File: config.mk
export PLATFORM = sky130hd
export DESIGN_NAME = pir_ctrl
export DESIGN_NICKNAME = d
export VERILOG_FILES = /design/src/rtl/pir_pkg.sv /design/src/rtl/pir_ctrl.sv
export SDC_FILE = /design/constraint.sdc
export NUM_CORES = 1
export LEC_CHECK = 0
export ABC_AREA = 1
export BUFFER_PORTS_ARGS = -buffer_cell sky130_fd_sc_hd__buf_2
export CELL_PAD_IN_SITES_DETAIL_PLACEMENT = 0
export CELL_PAD_IN_SITES_GLOBAL_PLACEMENT = 1
export CORE_MARGIN = 3
export CORE_UTILIZATION = 25
export DETAILED_ROUTE_END_ITERATION = 10
export GPL_TIMING_DRIVEN = 0
export PLACE_DENSITY = 0.77
export RECOVER_POWER = 50
export SYNTH_ARGS = -nofsm -noshare
export SYNTH_HDL_FRONTEND = slang
export SYNTH_SLANG_ARGS = --single-unit
File: constraint.sdc
create_clock -name clk_i -period 1.1 [get_ports clk_i]
set_input_delay 0 -clock clk_i [delete_from_list [all_inputs] [get_ports clk_i]]
set_output_delay 0 -clock clk_i [all_outputs]
set_load 0.005 [all_outputs]
File: src/rtl/pir_pkg.sv
package pir_pkg;

  localparam int CordicSteps = 16;
  localparam int TableLen    = 24;
  localparam int StepsUsed   = (CordicSteps < TableLen) ? CordicSteps : TableLen;
  localparam int StepW       = $clog2(StepsUsed + 1);

  localparam logic signed [47:0] PosMax = 48'sh7FFF_FFFF_FFFF;
  localparam logic signed [47:0] PosMin = 48'sh8000_0000_0000;
  localparam logic signed [33:0] GainStart = 34'sd652032874;

  // ceil(2^32 / 125): exact floor(x / 125) for 0 <= x < 2^25 via (x * Recip125) >> 32.
  localparam logic [25:0] Recip125 = 26'd34359739;
  // 125 * 67109, lifts any signed 24-bit yaw rate above zero before the reciprocal.
  localparam logic [24:0] YawLift  = 25'd8388625;
  localparam logic [18:0] YawLiftQ = 19'd67109;

  typedef enum logic [3:0] {
    ST_IDLE,
    ST_PROD,
    ST_DIV,
    ST_FRAC,
    ST_FOLD,
    ST_SETUP,
    ST_CORDIC,
    ST_ROUND,
    ST_MUL_A,
    ST_MUL_B,
    ST_SCALE,
    ST_UPDATE,
    ST_OUT
  } state_e;

  typedef struct packed {
    logic load;
    logic prod;
    logic div;
    logic frac;
    logic fold;
    logic setup;
    logic iter;
    logic round;
    logic mul_a;
    logic mul_b;
    logic scale;
    logic update;
  } dp_cmd_t;

  typedef struct packed {
    logic last_step;
  } dp_stat_t;

  function automatic logic signed [33:0] atan_turns(input logic [4:0] i);
    logic signed [33:0] v;
    case (i)
      5'd0:  v = 34'sd536870912;
      5'd1:  v = 34'sd316933406;
      5'd2:  v = 34'sd167458907;
      5'd3:  v = 34'sd85004756;
      5'd4:  v = 34'sd42667331;
      5'd5:  v = 34'sd21354465;
      5'd6:  v = 34'sd10679838;
      5'd7:  v = 34'sd5340245;
      5'd8:  v = 34'sd2670163;
      5'd9:  v = 34'sd1335087;
      5'd10: v = 34'sd667544;
      5'd11: v = 34'sd333772;
      5'd12: v = 34'sd166886;
      5'd13: v = 34'sd83443;
      5'd14: v = 34'sd41722;
      5'd15: v = 34'sd20861;
      5'd16: v = 34'sd10430;
      5'd17: v = 34'sd5215;
      5'd18: v = 34'sd2608;
      5'd19: v = 34'sd1304;
      5'd20: v = 34'sd652;
      5'd21: v = 34'sd326;
      5'd22: v = 34'sd163;
      5'd23: v = 34'sd81;
      default: v = '0;
    endcase
    return v;
  endfunction

endpackage

File: src/rtl/pir_ctrl.sv
module pir_ctrl (
  input  logic              clk_i,
  input  logic              rst_ni,
  input  logic              in_valid_i,
  output logic              in_ready_o,
  output logic              out_valid_o,
  input  logic              out_ready_i,
  input  pir_pkg::dp_stat_t stat_i,
  output pir_pkg::dp_cmd_t  cmd_o
);

  pir_pkg::state_e state_q, state_d;

  always_ff @(posedge clk_i or negedge rst_ni) begin
    if (!rst_ni) begin
      state_q <= pir_pkg::ST_IDLE;
    end else begin
      state_q <= state_d;
    end
  end

  always_comb begin
    state_d     = state_q;
    cmd_o       = '0;
    in_ready_o  = 1'b0;
    out_valid_o = 1'b0;
    unique case (state_q)
      pir_pkg::ST_IDLE: begin
        in_ready_o = 1'b1;
        if (in_valid_i) begin
          cmd_o.load = 1'b1;
          state_d    = pir_pkg::ST_PROD;
        end
      end
      pir_pkg::ST_PROD: begin
        cmd_o.prod = 1'b1;
        state_d    = pir_pkg::ST_DIV;
      end
      pir_pkg::ST_DIV: begin
        cmd_o.div = 1'b1;
        state_d   = pir_pkg::ST_FRAC;
      end
      pir_pkg::ST_FRAC: begin
        cmd_o.frac = 1'b1;
        state_d    = pir_pkg::ST_FOLD;
      end
      pir_pkg::ST_FOLD: begin
        cmd_o.fold = 1'b1;
        state_d    = pir_pkg::ST_SETUP;
      end
      pir_pkg::ST_SETUP: begin
        cmd_o.setup = 1'b1;
        state_d     = pir_pkg::ST_CORDIC;
      end
      pir_pkg::ST_CORDIC: begin
        cmd_o.iter = 1'b1;
        if (stat_i.last_step) state_d = pir_pkg::ST_ROUND;
      end
      pir_pkg::ST_ROUND: begin
        cmd_o.round = 1'b1;
        state_d     = pir_pkg::ST_MUL_A;
      end
      pir_pkg::ST_MUL_A: begin
        cmd_o.mul_a = 1'b1;
        state_d     = pir_pkg::ST_MUL_B;
      end
      pir_pkg::ST_MUL_B: begin
        cmd_o.mul_b = 1'b1;
        state_d     = pir_pkg::ST_SCALE;
      end
      pir_pkg::ST_SCALE: begin
        cmd_o.scale = 1'b1;
        state_d     = pir_pkg::ST_UPDATE;
      end
      pir_pkg::ST_UPDATE: begin
        cmd_o.update = 1'b1;
        state_d      = pir_pkg::ST_OUT;
      end
      pir_pkg::ST_OUT: begin
        out_valid_o = 1'b1;
        // Output register holds the pose, so take the next item with the handoff.
        if (out_ready_i) begin
          in_ready_o = 1'b1;
          if (in_valid_i) begin
            cmd_o.load = 1'b1;
            state_d    = pir_pkg::ST_PROD;
          end else begin
            state_d = pir_pkg::ST_IDLE;
          end
        end
      end
      default: state_d = pir_pkg::ST_IDLE;
    endcase
  end

endmodule

==> impl_metrics.toml, run 1 <==
[outcome]
outcome = "finished with violations"
violations = "setup timing"

[yosys]
avgSynthCellArea_um2 = 6.00
netlist_instances = 54
syn_area_um2 = 324
ys_types = 12
synth_seq_area_share_pct = 30.9
synth_fp_nets = 59
synth_seq_cells = 4
yosys_warnings = 0

[drt]
drtIter0Drc = 8
firstDrtPassIters = 4
drcViolationCount = 0
drt_wl_total_um = 942
vias_per_cell = 4.38
wl_per_cell_um = 10.0
num_vias = 412
final_antenna_net_count = 0

[global_routing]
grt_pass1_wl_um = 1460
antenna_found_initial = 0
grt_start_max_net_pins = 6
grt_pass1_vias = 367
grt-ovfl-total = 0
grt.total_usage_pct = 10.5

[clock_network]
clock-root-buffer = "clkbuf_4"
clock-sinks = 4
cts_buffers = 3
worstSkewPairLatency_ns = 0.23
htree_levels = 1
cts_tree = "done"
cts.clk_slew.worst_paths_ns = 0.03
cts_buffer_depth = 2

[setup_path]
path_cells = "nor2_1 -> nand2_1 -> a21oi_2 -> buf_2"
slowest_delay_ns = 0.41
worst_path_dominant_cell_family = "flip-flops"
path_class = "reg -> out"
slowest_stage = "dfrtp_1"
worstPathMaxFanout = 4
cp.arrival_ns = 1.19
critPathBufInv = 1
required_ns = 1.10
start_kind = "register"
worstSetupEndpointType = "output pin"

[sta]
period_share_pct = 108
fmax_mhz = 841
hold_slack_ns = 0.0589
setup_viol = 13
worstMarginPinSlew_ns = 0.224
slew_violations = 0
finalSetupTns_ns = -0.341
grt_setup_unrepaired = "yes"
finalHoldViolations = 0
slew_headroom_pct = 85.1
min_period_ns = 1.19
layout_setup_ws_ns = -0.0897
fin_skew_ns = 0.000482

[placement]
dp_hpwl_um = 711
io_buffers = 18
placed_cells = 86
place_congestion = 0.744
placed_area_um2 = 432

[power_and_ir_drop]
leakage_nw = 0.323
combPwrFrac_pct = 65.4
swShare_pct = 48.4
pwr_density_cell_nw_per_um2 = 2670
p_int_w = 0.000737
vdd_drop_max_mv = 1.04
pwr-share-seq_pct = 22.3
power_frac_clock_pct = 12.3
p_sw_w = 0.000691

[floorplanning]
io-pin-count = 19
fp.dieArea_um2 = 1760
placementRows = 12
fp.coreArea_um2 = 1160
die_x_um = 42.0
start_util_pct = 28.0
die-height_um = 42.0

[final_layout]
layout_common_cells = "buf_2, nor2_1, inv_1, nand2_1"
layout.nets = 87
synthToLayoutAreaGrowth_pct = 64.9
layout-drive-gt1-share_pct = 52.5
antenna_cells = 0
regMostFlops = "state_q"
reg_top3 = "state_q: 4 flops"
fin_area_um2 = 534
final_common_cell = "buf_2"
largest_reg_flops = 4
post-route-util_pct = 46.2
instances_no_fill = 94

[worst_hold_path]
min_path_type = "in -> reg"

[job]
cap_violations = 0
## final cells by class
class	count	area (um2)
fillers	131	622
multi-input cells	40	226
repair buffers	23	129
flip-flops and latches	4	101
inverters	10	37.5
clock buffers	3	22.5
well taps	14	17.5
## through the flow
| step | setup slack (ns) | power [W] |
|---|---|---|
| floorplan | 0.119 | 0.000755 |
| global placement | 0.0324 | 0.00100 |
| detailed placement | 0.0238 | 0.00100 |
| CTS | -0.112 | 0.00139 |
| global route | -0.157 | 0.00156 |
| finish | -0.0897 | 0.00143 |
## what timing repair did
| item | 4_1_cts | 5_1_grt |
|---|---|---|
| pin swaps | 3 | 2 |
| hold buffers | 1 | 0 |
| resized for setup | 6 | 8 |
| endpoints found under the hold margin | 4 | 0 |
| setup endpoints to repair | 8 | 17 |
| buffers inserted | 4 | 0 |
## worst min-delay path, cell delays in order
cell     delay [ns]
buf_2          0.09
a22oi_1        0.07
nor2_1         0.09
## cell usage after synthesis (all sizes together)
master | n | area share [%]
nand4 | 1 | 1.9
dfrtp | 4 | 31
nor2 | 16 | 20
nand2 | 15 | 20
a21oi | 1 | 2.7
inv | 10 | 12
nand3 | 5 | 7.7
a22oi | 1 | 2.3
nand3b | 1 | 2.3
## path summary, 6_finish.rpt
path,endpoint,cells after the start,slack [ns],startpoint
max,cmd_o[11],4,-0.09,state_q[0]
min,state_q[0],3,0.06,in_valid_i
max reg2reg,state_q[2],7,-0.01,state_q[0]
min reg2reg,state_q[1],3,0.67,state_q[2]
max in group asynchronous,state_q[2],2,0.77,rst_ni
min in group asynchronous,state_q[3],2,0.14,rst_ni
## power groups by stage
stage,Combinational [W],Clock (W),Sequential [W]
floorplan,0.000466,0,0.000288
global placement,0.000687,0,0.000314
detailed placement,0.000691,0,0.000312
CTS,0.000906,0.000184,0.000298
global route,0.00103,0.000201,0.000332
finish,0.000934,0.000175,0.000319
## per-layer routing
layer  GRT usage [%]  routed length [um]  vias to the layer above
met5               0                   0                        -
met4            5.77                   0                        0
met3            1.29                  51                        0
met2            17.9                 481                       11
met1            12.5                 410                      183
li1                -                   -                      218
## cells by family after synthesis
group	after synthesis	share of synthesized area (%)
flops	4	30.9
buf+inv	10	11.6
compound gates	2	5.02
simple gates	38	52.5
No activity file was read; power rests on OpenSTA's default activity.
==> run 2: changes to the inputs <==
Settings changed: PLACE_DENSITY 0.77 to not set, PLACE_DENSITY_LB_ADDON set to 0.1.
==> impl_metrics.toml, run 2 (same netlist as run 1, synthesis figures left out) <==
[final_layout]
reg_top3 = "state_q: 4 flops"
final_common_cell = "buf_2"
largest_reg_flops = 4
layout-drive-gt1-share_pct = 54.3
post-route-util_pct = 47.1
layout.nets = 88
synthToLayoutAreaGrowth_pct = 68.0
layout_common_cells = "buf_2, nor2_1, nand2_1"
regMostFlops = "state_q"
antenna_cells = 0

[setup_path]
path_class = "reg -> out"
required_ns = 1.10
start_kind = "register"
cp.arrival_ns = 1.18
worstSetupEndpointType = "output pin"
worstPathMaxFanout = 5

[global_routing]
grt.total_usage_pct = 10.7
grt_pass1_vias = 382
antenna_found_initial = 0
grt-ovfl-total = 0
grt_start_max_net_pins = 6
grt_pass1_wl_um = 1420

[sta]
period_share_pct = 108
slew_headroom_pct = 86.4
worstMarginPinSlew_ns = 0.203
fin_skew_ns = 0.00282
setup_viol = 14
grt_setup_unrepaired = "yes"
finalHoldViolations = 0
slew_violations = 0
fmax_mhz = 845
min_period_ns = 1.18
layout_setup_ws_ns = -0.0840

[outcome]
violations = "setup timing"
outcome = "finished with violations"

[clock_network]
cts.clk_slew.worst_paths_ns = 0.04
htree_levels = 1
cts_tree = "done"
cts_buffer_depth = 2
clock-sinks = 4
worstSkewPairLatency_ns = 0.24
cts_buffers = 3
clock-root-buffer = "clkbuf_4"

[drt]
num_vias = 414
wl_per_cell_um = 9.80
drcViolationCount = 0
drtIter0Drc = 9
vias_per_cell = 4.36
final_antenna_net_count = 0
drt_wl_total_um = 931
firstDrtPassIters = 4

[power_and_ir_drop]
vdd_drop_max_mv = 0.920
swShare_pct = 48.1
leakage_nw = 0.326
p_sw_w = 0.000697
combPwrFrac_pct = 63.4
power_frac_clock_pct = 12.8
pwr_density_cell_nw_per_um2 = 2660
p_int_w = 0.000752
p_total_w = 0.00145
pwr-share-seq_pct = 23.8

[placement]
io_buffers = 18
place_congestion = 0.670
dp_hpwl_um = 723

[worst_hold_path]
min_path_type = "in -> reg"

[floorplanning]
die_x_um = 42.0
fp.dieArea_um2 = 1760
io-pin-count = 19
start_util_pct = 28.0
placementRows = 12
fp.coreArea_um2 = 1160
die-height_um = 42.0

[job]
cap_violations = 0
-- run 2: worst paths after layout --
kind,endpoint,depth (start not counted),startpoint,slack (ns)
max,cmd_o[11],6,state_q[0],-0.08
min,state_q[0],3,in_valid_i,0.04
max reg2reg,state_q[2],7,state_q[0],-0.01
min reg2reg,state_q[1],3,state_q[3],0.66
max in group asynchronous,state_q[0],2,rst_ni,0.79
min in group asynchronous,state_q[1],2,rst_ni,0.12
-- run 2: routing by layer --
layer	GRT usage, %	share of wire (%)	up-vias
met5	0	0	-
met2	17.0	44	17
met3	3.00	9.5	2
met1	11.5	44	176
met4	9.62	2.5	0
li1	-	-	219
-- run 2: cell type report --
cell class | count | area, um2
multi-input combinational | 40 | 226
sequential | 4 | 104
tap | 14 | 17.5
timing repair buffer | 24 | 136
inverter | 10 | 37.5
fill | 123 | 612
clock buffer | 3 | 22.5
-- run 2: power by group through the flow --
stage / Clock, W / Combinational [W] / Sequential [W]
floorplan: 0 / 0.000466 / 0.000288
global placement: 0 / 0.000692 / 0.000307
detailed placement: 0 / 0.000687 / 0.000308
CTS: 0.000191 / 0.000846 / 0.000309
global route: 0.000199 / 0.00103 / 0.000356
finish: 0.000186 / 0.000918 / 0.000345
-- run 2: critical path, cell delays in order, from the launching register on --
cell	delay (ns)
dfrtp_2	0.43
inv_2	0.09
nand2_4	0.06
nor2_4	0.09
nand2_2	0.06
a21oi_2	0.10
buf_2	0.12
-- run 2: through the flow --
step | setup TNS (ns) | cell area [um2] | hold WS, ns | instances | setup WS, ns
after detailed placement | -0.0120 | 432 | -0.192 | 86 | -0.0107
after global routing | -1.60 | 544 | 0.0959 | 95 | -0.144
after floorplan | 0 | 324 | -0.296 | 54 | 0.119
after global placement | -0.0213 | 432 | -0.196 | 86 | -0.0155
final | -0.538 | 544 | 0.0448 | 95 | -0.0840
after CTS | -0.838 | 514 | 0.0499 | 95 | -0.136
-- run 2: what timing repair did --
item / 4_1_cts / 5_1_grt
setup endpoints to repair: 13 / 17
gates resized for setup: 4 / 12
hold buffers: 1 / 0
pin swaps: 5 / 3
hold endpoints to repair: 4 / 0
buffers inserted: 5 / 0
